==> config.mk <==
export PLATFORM = sky130hd
export DESIGN_NAME = rect_region_done_tracker_top_flat
export DESIGN_NICKNAME = d
export VERILOG_FILES = /design/src/rtl/core/rrdt_pkg.sv /design/src/rtl/core/rrdt_if.sv /design/src/rtl/core/rrdt_front.sv /design/src/rtl/core/rrdt_queue.sv /design/src/rtl/core/rrdt_back.sv /design/src/rtl/core/rect_region_done_tracker_top.sv /design/src/flat_wrapper.sv
export VERILOG_INCLUDE_DIRS = /design/src /design/src/rtl/core
export SDC_FILE = /design/constraint.sdc
export NUM_CORES = 2
export LEC_CHECK = 0
export ABC_CLOCK_PERIOD_IN_PS = 7400
export BUFFER_PORTS_ARGS = -buffer_cell sky130_fd_sc_hd__buf_2
export CELL_PAD_IN_SITES_DETAIL_PLACEMENT = 1
export CELL_PAD_IN_SITES_GLOBAL_PLACEMENT = 1
export CORE_ASPECT_RATIO = 0.5
export CORE_UTILIZATION = 55
export CTS_CLUSTER_DIAMETER = 80
export DETAILED_ROUTE_END_ITERATION = 6
export GPL_TIMING_DRIVEN = 1
export PLACE_DENSITY_LB_ADDON = 0.25
export SYNTH_ARGS = -nofsm -noshare
export SYNTH_HDL_FRONTEND = slang
export SYNTH_HIERARCHICAL = 1
export SYNTH_MEMORY_MAX_BITS = 65536
export SYNTH_SLANG_ARGS = --single-unit
==> constraint.sdc <==
create_clock -name i_clk -period 7.4 [get_ports i_clk]
set_input_delay 0 -clock i_clk [delete_from_list [all_inputs] [get_ports i_clk]]
set_output_delay 0 -clock i_clk [all_outputs]
set_load 0.005 [all_outputs]
==> src/rtl/core/rect_region_done_tracker_top_macros.svh <==
// assertion macros for the rectangle done-bitmap tracker
// included by rect_region_done_tracker_top.sv, no other dependencies
`ifndef RECT_REGION_DONE_TRACKER_TOP_MACROS_SVH
`define RECT_REGION_DONE_TRACKER_TOP_MACROS_SVH

// same-cycle implication, disabled while reset is asserted
`define RRDT_ASSERT_IMPL(lbl, clk, rst_n, ante, cons, msg) \
    lbl: assert property (@(posedge clk) disable iff (!rst_n) (ante) |-> (cons)) \
        else $error(msg);

// next-cycle implication, disabled while reset is asserted
`define RRDT_ASSERT_NEXT(lbl, clk, rst_n, ante, cons, msg) \
    lbl: assert property (@(posedge clk) disable iff (!rst_n) (ante) |=> (cons)) \
        else $error(msg);

`endif

==> src/rtl/core/rrdt_pkg.sv <==
// shared types and constants for the rectangle done-bitmap tracker
// no dependencies
package rrdt_pkg;

    localparam int COORD_W    = 16;
    localparam int DIM_W      = 7;
    localparam int CFG_IDX_W  = 3;
    localparam int CFG_DATA_W = 16;

    // widest row mask and row addressing over the supported store sizes
    localparam int MASK_W     = 64;
    localparam int ROW_IDX_W  = 10;
    localparam int ROW_CNT_W  = 11;

    localparam int QUEUE_DEPTH = 2;

    localparam logic [DIM_W-1:0] WIN_RESET = 7'd64;

    localparam logic [CFG_IDX_W-1:0] REG_ORIGIN_X = 3'd0;
    localparam logic [CFG_IDX_W-1:0] REG_ORIGIN_Y = 3'd1;
    localparam logic [CFG_IDX_W-1:0] REG_WIN_W    = 3'd2;
    localparam logic [CFG_IDX_W-1:0] REG_WIN_H    = 3'd3;

    typedef enum logic [1:0] {
        CMD_MARK  = 2'd0,
        CMD_QUERY = 2'd1,
        CMD_CLEAR = 2'd2,
        CMD_RSVD  = 2'd3
    } t_cmd;

    typedef enum logic [1:0] {
        OP_NOP   = 2'd0,
        OP_MARK  = 2'd1,
        OP_QUERY = 2'd2,
        OP_CLEAR = 2'd3
    } t_op_kind;

    typedef struct packed {
        t_op_kind               kind;
        logic                   err;
        logic [MASK_W-1:0]      mask;
        logic [ROW_IDX_W-1:0]   row_first;
        logic [ROW_CNT_W-1:0]   row_cnt;
    } t_op;

    typedef struct packed {
        logic full;
        logic empty;
    } t_q_stat;

    typedef struct packed {
        logic init_busy;
    } t_back_stat;

endpackage

==> src/rtl/core/rrdt_if.sv <==
// command and result channel interfaces for the done-bitmap tracker
// depends on rrdt_pkg
interface rrdt_cmd_if;
    logic                          valid;
    logic                          ready;
    logic [1:0]                    command;
    logic [rrdt_pkg::COORD_W-1:0]  x_lo;
    logic [rrdt_pkg::COORD_W-1:0]  x_hi;
    logic [rrdt_pkg::COORD_W-1:0]  y_lo;
    logic [rrdt_pkg::COORD_W-1:0]  y_hi;

    modport source (output valid, command, x_lo, x_hi, y_lo, y_hi, input ready);
    modport sink   (input valid, command, x_lo, x_hi, y_lo, y_hi, output ready);
endinterface

interface rrdt_res_if;
    logic valid;
    logic ready;
    logic need_compute;
    logic range_error;

    modport source (output valid, need_compute, range_error, input ready);
    modport sink   (input valid, need_compute, range_error, output ready);
endinterface

==> src/rtl/core/rrdt_front.sv <==
// front end: window registers, command accept and classification
// depends on rrdt_pkg and rrdt_if
module rrdt_front #(
    parameter int MAX_COLS = 64,
    parameter int MAX_ROWS = 64
) (
    input  logic                              i_clk,
    input  logic                              i_rst_n,
    input  logic                              i_cfg_we,
    input  logic [rrdt_pkg::CFG_IDX_W-1:0]    i_cfg_idx,
    input  logic [rrdt_pkg::CFG_DATA_W-1:0]   i_cfg_data,
    rrdt_cmd_if.sink                          i_cmd,
    input  rrdt_pkg::t_q_stat                 i_q_stat,
    input  rrdt_pkg::t_back_stat              i_back_stat,
    output logic                              o_push,
    output rrdt_pkg::t_op                     o_op
);
    localparam int XW  = rrdt_pkg::COORD_W + 1;
    localparam int CRW = $clog2(MAX_COLS + 1);
    localparam int RA  = (MAX_ROWS > 1) ? $clog2(MAX_ROWS) : 1;
    localparam int RCW = $clog2(MAX_ROWS + 1);

    logic [rrdt_pkg::COORD_W-1:0] r_origin_x;
    logic [rrdt_pkg::COORD_W-1:0] r_origin_y;
    logic [rrdt_pkg::DIM_W-1:0]   r_win_w;
    logic [rrdt_pkg::DIM_W-1:0]   r_win_h;

    logic [XW-1:0]                w_eff_w;
    logic [XW-1:0]                w_eff_h;
    logic [XW-1:0]                w_x_end;
    logic [XW-1:0]                w_y_end;
    logic                         w_err;
    logic                         w_empty;
    logic [rrdt_pkg::COORD_W-1:0] w_x_lo_d;
    logic [rrdt_pkg::COORD_W-1:0] w_x_hi_d;
    logic [rrdt_pkg::COORD_W-1:0] w_y_lo_d;
    logic [rrdt_pkg::COORD_W-1:0] w_y_cnt;
    rrdt_pkg::t_cmd               w_cmd;

    always_ff @(posedge i_clk) begin
        if (!i_rst_n) begin
            r_origin_x <= '0;
            r_origin_y <= '0;
            r_win_w    <= rrdt_pkg::WIN_RESET;
            r_win_h    <= rrdt_pkg::WIN_RESET;
        end else if (i_cfg_we) begin
            unique case (i_cfg_idx)
                rrdt_pkg::REG_ORIGIN_X: r_origin_x <= i_cfg_data;
                rrdt_pkg::REG_ORIGIN_Y: r_origin_y <= i_cfg_data;
                rrdt_pkg::REG_WIN_W:    r_win_w <= i_cfg_data[rrdt_pkg::DIM_W-1:0];
                rrdt_pkg::REG_WIN_H:    r_win_h <= i_cfg_data[rrdt_pkg::DIM_W-1:0];
                default: begin
                end
            endcase
        end
    end

    always_comb begin
        // window saturates at the store size
        w_eff_w = (32'(r_win_w) > MAX_COLS) ? XW'(MAX_COLS) : XW'(r_win_w);
        w_eff_h = (32'(r_win_h) > MAX_ROWS) ? XW'(MAX_ROWS) : XW'(r_win_h);
        w_x_end = {1'b0, r_origin_x} + w_eff_w;
        w_y_end = {1'b0, r_origin_y} + w_eff_h;

        w_err = (i_cmd.x_lo < r_origin_x) || ({1'b0, i_cmd.x_hi} > w_x_end)
             || (i_cmd.y_lo < r_origin_y) || ({1'b0, i_cmd.y_hi} > w_y_end);
        w_empty = (i_cmd.x_hi <= i_cmd.x_lo) || (i_cmd.y_hi <= i_cmd.y_lo);

        w_x_lo_d = i_cmd.x_lo - r_origin_x;
        w_x_hi_d = i_cmd.x_hi - r_origin_x;
        w_y_lo_d = i_cmd.y_lo - r_origin_y;
        w_y_cnt  = i_cmd.y_hi - i_cmd.y_lo;
        w_cmd    = rrdt_pkg::t_cmd'(i_cmd.command);

        for (int c = 0; c < rrdt_pkg::MASK_W; c++) begin
            o_op.mask[c] = (c < MAX_COLS)
                        && (CRW'(c) >= w_x_lo_d[CRW-1:0])
                        && (CRW'(c) <  w_x_hi_d[CRW-1:0]);
        end
        o_op.row_first = rrdt_pkg::ROW_IDX_W'(w_y_lo_d[RA-1:0]);
        o_op.row_cnt   = rrdt_pkg::ROW_CNT_W'(w_y_cnt[RCW-1:0]);
        o_op.err       = 1'b0;

        priority if (w_cmd == rrdt_pkg::CMD_CLEAR) begin
            o_op.kind = rrdt_pkg::OP_CLEAR;
        end else if (w_cmd == rrdt_pkg::CMD_RSVD) begin
            o_op.kind = rrdt_pkg::OP_NOP;
        end else if (w_err) begin
            o_op.kind = rrdt_pkg::OP_NOP;
            o_op.err  = 1'b1;
        end else if (w_empty) begin
            o_op.kind = rrdt_pkg::OP_NOP;
        end else if (w_cmd == rrdt_pkg::CMD_MARK) begin
            o_op.kind = rrdt_pkg::OP_MARK;
        end else begin
            o_op.kind = rrdt_pkg::OP_QUERY;
        end
    end

    assign i_cmd.ready = !i_q_stat.full && !i_back_stat.init_busy;
    assign o_push      = i_cmd.valid && i_cmd.ready;

endmodule

==> src/rtl/core/rrdt_queue.sv <==
// short queue of classified operations between front and back
// depends on rrdt_pkg
module rrdt_queue (
    input  logic                  i_clk,
    input  logic                  i_rst_n,
    input  logic                  i_push,
    input  rrdt_pkg::t_op         i_op,
    input  logic                  i_pop,
    output rrdt_pkg::t_op         o_op,
    output rrdt_pkg::t_q_stat     o_stat
);
    localparam int PW = $clog2(rrdt_pkg::QUEUE_DEPTH);
    localparam int CW = $clog2(rrdt_pkg::QUEUE_DEPTH + 1);

    rrdt_pkg::t_op  r_slot [rrdt_pkg::QUEUE_DEPTH];
    logic [PW-1:0]  r_wp;
    logic [PW-1:0]  r_rp;
    logic [CW-1:0]  r_cnt;

    always_ff @(posedge i_clk) begin
        if (i_push) begin
            r_slot[r_wp] <= i_op;
        end
    end

    always_ff @(posedge i_clk) begin
        if (!i_rst_n) begin
            r_wp  <= '0;
            r_rp  <= '0;
            r_cnt <= '0;
        end else begin
            if (i_push) begin
                r_wp <= r_wp + 1'b1;
            end
            if (i_pop) begin
                r_rp <= r_rp + 1'b1;
            end
            unique case ({i_push, i_pop})
                2'b10:   r_cnt <= r_cnt + 1'b1;
                2'b01:   r_cnt <= r_cnt - 1'b1;
                default: r_cnt <= r_cnt;
            endcase
        end
    end

    assign o_op         = r_slot[r_rp];
    assign o_stat.full  = (r_cnt == CW'(rrdt_pkg::QUEUE_DEPTH));
    assign o_stat.empty = (r_cnt == '0);

endmodule

==> src/rtl/core/rrdt_back.sv <==
// back end: bitmap store, row sweeps for mark/query/clear, result register
// depends on rrdt_pkg and rrdt_if
module rrdt_back #(
    parameter int MAX_COLS = 64,
    parameter int MAX_ROWS = 64
) (
    input  logic                   i_clk,
    input  logic                   i_rst_n,
    input  rrdt_pkg::t_op          i_op,
    input  rrdt_pkg::t_q_stat      i_q_stat,
    output logic                   o_pop,
    output rrdt_pkg::t_back_stat   o_stat,
    rrdt_res_if.source             o_res
);
    localparam int RA  = (MAX_ROWS > 1) ? $clog2(MAX_ROWS) : 1;
    localparam int RCW = $clog2(MAX_ROWS + 1);

    typedef enum logic [3:0] {
        ST_IDLE = 4'b0001,
        ST_RUN  = 4'b0010,
        ST_CLR  = 4'b0100,
        ST_RESP = 4'b1000
    } t_state;

    logic [MAX_COLS-1:0]  mem [MAX_ROWS];

    t_state               r_state;
    rrdt_pkg::t_op_kind   r_kind;
    logic [MAX_COLS-1:0]  r_mask;
    logic [RA-1:0]        r_row;
    logic [RCW-1:0]       r_left;
    logic                 r_pend;
    logic [RA-1:0]        r_pend_row;
    logic [MAX_COLS-1:0]  r_rdata;
    logic                 r_need;
    logic                 r_err;
    logic                 r_reply;

    logic                 w_we;
    logic [RA-1:0]        w_wa;
    logic [MAX_COLS-1:0]  w_wd;
    logic                 w_hole;

    always_comb begin
        w_we = 1'b0;
        w_wa = r_row;
        w_wd = '0;
        if (r_state == ST_CLR) begin
            w_we = 1'b1;
        end else if (r_state == ST_RUN && r_pend && r_kind == rrdt_pkg::OP_MARK) begin
            w_we = 1'b1;
            w_wa = r_pend_row;
            w_wd = r_rdata | r_mask;
        end
    end

    assign w_hole = ((r_rdata & r_mask) != r_mask);

    always_ff @(posedge i_clk) begin
        if (w_we) begin
            mem[w_wa] <= w_wd;
        end
        r_rdata <= mem[r_row];
    end

    assign o_pop = (r_state == ST_IDLE) && !i_q_stat.empty;

    always_ff @(posedge i_clk) begin
        if (!i_rst_n) begin
            r_state <= ST_CLR;
            r_row   <= '0;
            r_pend  <= 1'b0;
            r_reply <= 1'b0;
        end else begin
            unique case (r_state)
                ST_IDLE: begin
                    if (o_pop) begin
                        r_kind <= i_op.kind;
                        r_mask <= i_op.mask[MAX_COLS-1:0];
                        r_row  <= i_op.row_first[RA-1:0];
                        r_left <= i_op.row_cnt[RCW-1:0];
                        r_need <= 1'b0;
                        r_err  <= i_op.err;
                        unique case (i_op.kind)
                            rrdt_pkg::OP_MARK,
                            rrdt_pkg::OP_QUERY: r_state <= ST_RUN;
                            rrdt_pkg::OP_CLEAR: begin
                                r_row   <= '0;
                                r_reply <= 1'b1;
                                r_state <= ST_CLR;
                            end
                            rrdt_pkg::OP_NOP:   r_state <= ST_RESP;
                        endcase
                    end
                end
                ST_RUN: begin
                    // read issue and update of the previous row overlap
                    r_pend <= (r_left != '0);
                    if (r_left != '0) begin
                        r_pend_row <= r_row;
                        r_row      <= r_row + 1'b1;
                        r_left     <= r_left - 1'b1;
                    end
                    if (r_pend && r_kind == rrdt_pkg::OP_QUERY && w_hole) begin
                        r_need <= 1'b1;
                    end
                    if (r_left == '0 && !r_pend) begin
                        r_state <= ST_RESP;
                    end
                end
                ST_CLR: begin
                    if (r_row == RA'(MAX_ROWS - 1)) begin
                        r_row   <= '0;
                        r_reply <= 1'b0;
                        r_state <= r_reply ? ST_RESP : ST_IDLE;
                    end else begin
                        r_row <= r_row + 1'b1;
                    end
                end
                ST_RESP: begin
                    if (o_res.ready) begin
                        r_state <= ST_IDLE;
                    end
                end
                default: r_state <= ST_IDLE;
            endcase
        end
    end

    assign o_stat.init_busy  = (r_state == ST_CLR) && !r_reply;
    assign o_res.valid        = (r_state == ST_RESP);
    assign o_res.need_compute = r_need;
    assign o_res.range_error  = r_err;

endmodule

==> src/rtl/core/rect_region_done_tracker_top.sv <==
// top level of the rectangle done-bitmap tracker
// depends on rrdt_pkg, rrdt_if, rrdt_front, rrdt_queue, rrdt_back and the macros header
//
// usage
//   i_cmd carries one command per transfer: mark, query or clear, with a half-open
//   rectangle [x_lo,x_hi) x [y_lo,y_hi) in absolute coordinates
//   o_res returns exactly one result per command: need_compute, range_error
//   window registers are written through i_cfg_we / i_cfg_idx / i_cfg_data while idle
// operation flow
//   the front classifies a command in the cycle of its transfer and queues it
//   mark and query walk the bitmap memory one row per cycle through its one read
//   port and one write port
//   clear sweeps all MAX_ROWS rows to zero before its result is valid
//   out-of-window, empty and unused commands go straight to result valid
//   the back end takes the next command from the queue only in its idle state,
//   after the previous result has been taken
// reset
//   after reset the store is swept to zero, all MAX_ROWS rows; i_cmd.ready
//   stays low during that pass, configuration writes are taken throughout
// stall
//   a stalled result holds in the output register; up to two further commands
//   are taken into the queue before i_cmd.ready drops
module rect_region_done_tracker_top #(
    parameter int MAX_COLS = 64,
    parameter int MAX_ROWS = 64
) (
    input  logic                              i_clk,
    input  logic                              i_rst_n,
    input  logic                              i_cfg_we,
    input  logic [rrdt_pkg::CFG_IDX_W-1:0]    i_cfg_idx,
    input  logic [rrdt_pkg::CFG_DATA_W-1:0]   i_cfg_data,
    rrdt_cmd_if.sink                          i_cmd,
    rrdt_res_if.source                        o_res
);
    `include "rect_region_done_tracker_top_macros.svh"

    // classified operation into and out of the queue
    rrdt_pkg::t_op          w_op_in;
    rrdt_pkg::t_op          w_op_out;
    logic                   w_push;
    logic                   w_pop;
    rrdt_pkg::t_q_stat      w_q_stat;
    rrdt_pkg::t_back_stat   w_back_stat;

    // front: window registers, range check, row mask
    rrdt_front #(
        .MAX_COLS (MAX_COLS),
        .MAX_ROWS (MAX_ROWS)
    ) u_front (
        .i_clk       (i_clk),
        .i_rst_n     (i_rst_n),
        .i_cfg_we    (i_cfg_we),
        .i_cfg_idx   (i_cfg_idx),
        .i_cfg_data  (i_cfg_data),
        .i_cmd       (i_cmd),
        .i_q_stat    (w_q_stat),
        .i_back_stat (w_back_stat),
        .o_push      (w_push),
        .o_op        (w_op_in)
    );

    // decoupling queue
    rrdt_queue u_queue (
        .i_clk   (i_clk),
        .i_rst_n (i_rst_n),
        .i_push  (w_push),
        .i_op    (w_op_in),
        .i_pop   (w_pop),
        .o_op    (w_op_out),
        .o_stat  (w_q_stat)
    );

    // back: bitmap memory and row sweeps
    rrdt_back #(
        .MAX_COLS (MAX_COLS),
        .MAX_ROWS (MAX_ROWS)
    ) u_back (
        .i_clk    (i_clk),
        .i_rst_n  (i_rst_n),
        .i_op     (w_op_out),
        .i_q_stat (w_q_stat),
        .o_pop    (w_pop),
        .o_stat   (w_back_stat),
        .o_res    (o_res)
    );

    // no command is taken while the reset sweep runs
    `RRDT_ASSERT_IMPL(a_no_take_in_init, i_clk, i_rst_n, w_back_stat.init_busy, !i_cmd.ready, "command taken during reset sweep")
    // the back end never pops an empty queue
    `RRDT_ASSERT_IMPL(a_pop_nonempty, i_clk, i_rst_n, w_pop, !w_q_stat.empty, "pop from empty queue")
    // a full queue stays full until the back end pops
    `RRDT_ASSERT_NEXT(a_full_holds, i_clk, i_rst_n, w_q_stat.full && !w_pop, w_q_stat.full, "full queue drained without pop")

endmodule

==> src/flat_wrapper.sv <==
// flat-port wrapper written by rule: the top's interface ports become plain ports
module rect_region_done_tracker_top_flat 
#(
    parameter int MAX_COLS = 64,
    parameter int MAX_ROWS = 64
)
  (i_clk, i_rst_n, i_cfg_we, i_cfg_idx, i_cfg_data, i_cmd_valid, i_cmd_command, i_cmd_x_lo, i_cmd_x_hi, i_cmd_y_lo, i_cmd_y_hi, i_cmd_ready, o_res_valid, o_res_need_compute, o_res_range_error, o_res_ready);
  rrdt_cmd_if i_cmd_i ();
  rrdt_res_if o_res_i ();
  input  logic i_clk;
  input  logic i_rst_n;
  input  logic i_cfg_we;
  input  logic [rrdt_pkg::CFG_IDX_W-1:0] i_cfg_idx;
  input  logic [rrdt_pkg::CFG_DATA_W-1:0] i_cfg_data;
  input wire logic [$bits(i_cmd_i.valid)-1:0] i_cmd_valid;
  input wire logic [$bits(i_cmd_i.command)-1:0] i_cmd_command;
  input wire logic [$bits(i_cmd_i.x_lo)-1:0] i_cmd_x_lo;
  input wire logic [$bits(i_cmd_i.x_hi)-1:0] i_cmd_x_hi;
  input wire logic [$bits(i_cmd_i.y_lo)-1:0] i_cmd_y_lo;
  input wire logic [$bits(i_cmd_i.y_hi)-1:0] i_cmd_y_hi;
  output wire logic [$bits(i_cmd_i.ready)-1:0] i_cmd_ready;
  output wire logic [$bits(o_res_i.valid)-1:0] o_res_valid;
  output wire logic [$bits(o_res_i.need_compute)-1:0] o_res_need_compute;
  output wire logic [$bits(o_res_i.range_error)-1:0] o_res_range_error;
  input wire logic [$bits(o_res_i.ready)-1:0] o_res_ready;
  assign i_cmd_i.valid = i_cmd_valid;
  assign i_cmd_i.command = i_cmd_command;
  assign i_cmd_i.x_lo = i_cmd_x_lo;
  assign i_cmd_i.x_hi = i_cmd_x_hi;
  assign i_cmd_i.y_lo = i_cmd_y_lo;
  assign i_cmd_i.y_hi = i_cmd_y_hi;
  assign i_cmd_ready = i_cmd_i.ready;
  assign o_res_valid = o_res_i.valid;
  assign o_res_need_compute = o_res_i.need_compute;
  assign o_res_range_error = o_res_i.range_error;
  assign o_res_i.ready = o_res_ready;
  rect_region_done_tracker_top #(.MAX_COLS(MAX_COLS), .MAX_ROWS(MAX_ROWS)) u_core (.i_clk(i_clk), .i_rst_n(i_rst_n), .i_cfg_we(i_cfg_we), .i_cfg_idx(i_cfg_idx), .i_cfg_data(i_cfg_data), .i_cmd(i_cmd_i), .o_res(o_res_i));
endmodule
==> impl_metrics.env <==
export IMPL_finalHoldViolations=0
export IMPL_pwr_share_comb_pct=16.8
export IMPL_die_y_um=398
export IMPL_grt_max_degree=98
export IMPL_clock_path_buffers=4
export IMPL_fin_crit_sh_pct=76.6
export IMPL_power_mw=60.2
export IMPL_worst_slack_ns=1.73
export IMPL_post_place_ws_ns=2.29
export IMPL_rsz0062_at_grt="false"
export IMPL_relSlewSlack_pct=1.48
export IMPL_final_max_slew_viol_count=0
export IMPL_end_kind="flip-flop"
export IMPL_fmax_mhz=176
export IMPL_share_seq_of_total_power_pct=48.9
export IMPL_drt_iter0_drc=14800
export IMPL_cts_tree="built"
export IMPL_dp_hpwl_mm=303
export IMPL_switching_share_pct=27.5
export IMPL_core_area_um2=310000
export IMPL_worst_pin_slew_ns=1.47
export IMPL_track_usage_pct=32.5
export IMPL_max_stage_delay_ns=0.95
export IMPL_violations="max-capacitance violations"
export IMPL_final_antenna_net_count=0
export IMPL_synth_nets=8446
export IMPL_num_rows=144
export IMPL_syn2layout_area_growth_pct=12.1
export IMPL_fin_nets=8858
export IMPL_maxCapViolCount=1
export IMPL_clk_pin_slew_ns=0.06
export IMPL_place_area_um2=180000
export IMPL_cp_max_fo=8
export IMPL_gp_congestion=0.906
export IMPL_antenna_found_initial=29
export IMPL_cp_slowest_cell="o41ai_1"
export IMPL_fin_area_um2=193000
export IMPL_routed_wl_mm=516
export IMPL_viasPerCell=6.92
export IMPL_fin_skew_ns=0.0635
export IMPL_nFillCells=25200
export IMPL_final_layout_size_suffix_gt1_share_pct=24.9
export IMPL_cts_num_sinks=4464
export IMPL_internal_power_mw=43.7
export IMPL_clockPowerShare_pct=34.2
export IMPL_dpl_cell_count=12300
export IMPL_insertion_delay_ns=0.95
export IMPL_io_buffers=93
export IMPL_hold_ws_ns=0.0722
export IMPL_syn_area_per_cell_um2=21.0
export IMPL_cts_root_buf="clkbuf_16"
export IMPL_drtPass1Iterations=6
export IMPL_die_w_um=794
export IMPL_cp_data_arrival_time_ns=6.42
export IMPL_cts_buffers_inserted=383
export IMPL_crit_chain="nand2b_1 -> inv_1 -> ha_1 -> a21o_1 -> a21oi_1 -> nor2b_1 -> o21a_1 -> o41ai_1 -> nor4_1 -> xnor2_1 -> ha_1 -> a21o_1 -> a211o_1 -> a211oi_1 -> o311ai_1 -> or4_1 -> a21oi_1 -> dlygate4sd3_1"
export IMPL_num_io_pins=94
export IMPL_r2r_cells=18
export IMPL_critical_path_top_delay_family="compound AO/OA/AOI/OAI gates"
export IMPL_first_global_vias=93300
export IMPL_htreeDepth=5
export IMPL_drt_wirelength_per_cell_um=39.3
export IMPL_grt_ovfl_total=0
export IMPL_initial_core_util_pct=55.7
export IMPL_die_area_um2=316000
export IMPL_worst_endpoint_required_ns=8.15
export IMPL_yosysWarnings=6
export IMPL_status="finished, violations left"
export IMPL_final_core_util_pct=62.4
export IMPL_hold_depth=5
export IMPL_drcViolationCount=0
export IMPL_finalSetupTns_ns=0
export IMPL_cts_setup_buffers=0
export IMPL_cp_num_cells=18
export IMPL_fin_crit_ns=5.67
export IMPL_p_switching_mw=16.5
export IMPL_worstSetupPathType="flip-flop to flip-flop"
export IMPL_hp_class="input port to flip-flop"
export IMPL_p_leak_nw=51.3
export IMPL_setup_viol=0
export IMPL_instances_no_fill=13100
export IMPL_max_vdd_ir_drop_mv=0.317
export IMPL_critPathBufInv=2
export IMPL_synthesis_instances=8227
export IMPL_critPathLaunchType="flip-flop"
export IMPL_power_density_nw_per_um2=311
export IMPL_via_count=90800
export IMPL_netlist_area_um2=173000
export IMPL_grt_pass1_wl_mm=717
## routing by layer
metal / wire (µm) / global-route usage, %
met1: 190000 / 45.4
met2: 233000 / 49.4
met3: 74200 / 11.0
met4: 18200 / 9.90
met5: 301 / 0.134
## area by class of cell
class / instances / area, µm² / area share, %
Antenna cell: 6 / 15.0 / 0.00776
Clock buffer: 479 / 10200 / 5.27
Clock inverter: 220 / 2350 / 1.21
Inverter: 152 / 572 / 0.296
Multi-Input combinational cell: 3189 / 38400 / 19.9
Sequential cell: 4464 / 133000 / 68.7
Tap cell: 4161 / 5210 / 2.69
Timing Repair Buffer: 449 / 3870 / 2.00
## flip-flops by register name (all words and copies together) (netlist names), named ones only
name	count
u_core/u_back/r_mask	64
u_core/u_back/r_left	7
u_core/u_back/o_res.range_error	1
u_core/u_back/mem	4096
u_core/u_queue/r_rp	1
u_core/u_back/r_state	4
u_core/u_front/r_origin_x	16
u_core/u_queue/r_wp	1
u_core/u_back/o_res.need_compute	1
u_core/u_back/r_rdata	64
u_core/u_queue/r_cnt	2
u_core/u_back/r_row	6
u_core/u_front/r_origin_y	16
u_core/u_front/r_win_h	7
u_core/u_back/r_kind	2
u_core/u_back/r_pend_row	6
u_core/u_back/r_reply	1
u_core/u_queue/r_slot	160
u_core/u_front/r_win_w	7
u_core/u_back/r_pend	1
## worst min-delay path: stages
cell and delay, ns:
buf_2 0.13, inv_1 0.06, ha_1 0.33, nand2_1 0.21, a211oi_1 0.10
## power by group through the flow
stage | Combinational, mW | Sequential (mW) | Clock [mW]
6_report | 10.1 | 29.5 | 20.6
5_1_grt | 10.5 | 29.5 | 21.5
4_1_cts | 10.0 | 29.4 | 20.8
3_5_place_dp | 9.88 | 29.9 | 0
3_3_place_gp | 9.76 | 29.8 | 0
2_1_floorplan | 6.59 | 29.3 | 0
## what timing repair did
item                       4_1_cts  5_1_grt
hold buffers                    83        0
setup endpoints to repair        0        0
hold endpoints to repair       146        0
gates resized for setup          0        0
## layout by cell type (no fill, tap or decap), types with 28 or more instances in the layout
master and n:
nor2b_1 40, dlygate4sd3_1 83, buf_12 42, a221oi_1 54, clkbuf_16 391, mux2_2 109
buf_4 231, mux2i_1 59, a21boi_0 41, xnor2_1 35, o21ai_0 101, clkbuf_1 81
nand2_1 192, a21oi_1 143, o22ai_1 275, o22a_1 45, clkinv_1 65, clkinv_2 77
buf_2 93, nor4_1 55, nand2b_1 28, dfxtp_1 120, nor3_1 73, nor2_4 130
a211oi_1 48, nor2_1 190, o221ai_1 66, a22oi_1 30, ha_1 123, bufinv_16 44
edfxtp_1 4337, mux4_2 1010, nand3_1 52, inv_1 150
## worst paths after layout
path | startpoint | endpoint | slack, ns
worst max-delay path | u_core/u_front/r_win_h[6]$_SDFFE_PN1P_ | u_core/u_queue/r_slot[1][86]$_DFFE_PP_ | 1.73
worst max register to register | u_core/u_front/r_win_h[6]$_SDFFE_PN1P_ | u_core/u_queue/r_slot[1][86]$_DFFE_PP_ | 1.73
worst min-delay path | i_cmd_x_lo[0] | u_core/u_queue/r_slot[0][21]$_DFFE_PP_ | 0.07
worst min register to register | u_core/u_front/r_win_h[5]$_SDFFE_PN0P_ | u_core/u_front/r_win_h[5]$_SDFFE_PN0P_ | 0.46
Power figures use the tool's default switching activity.
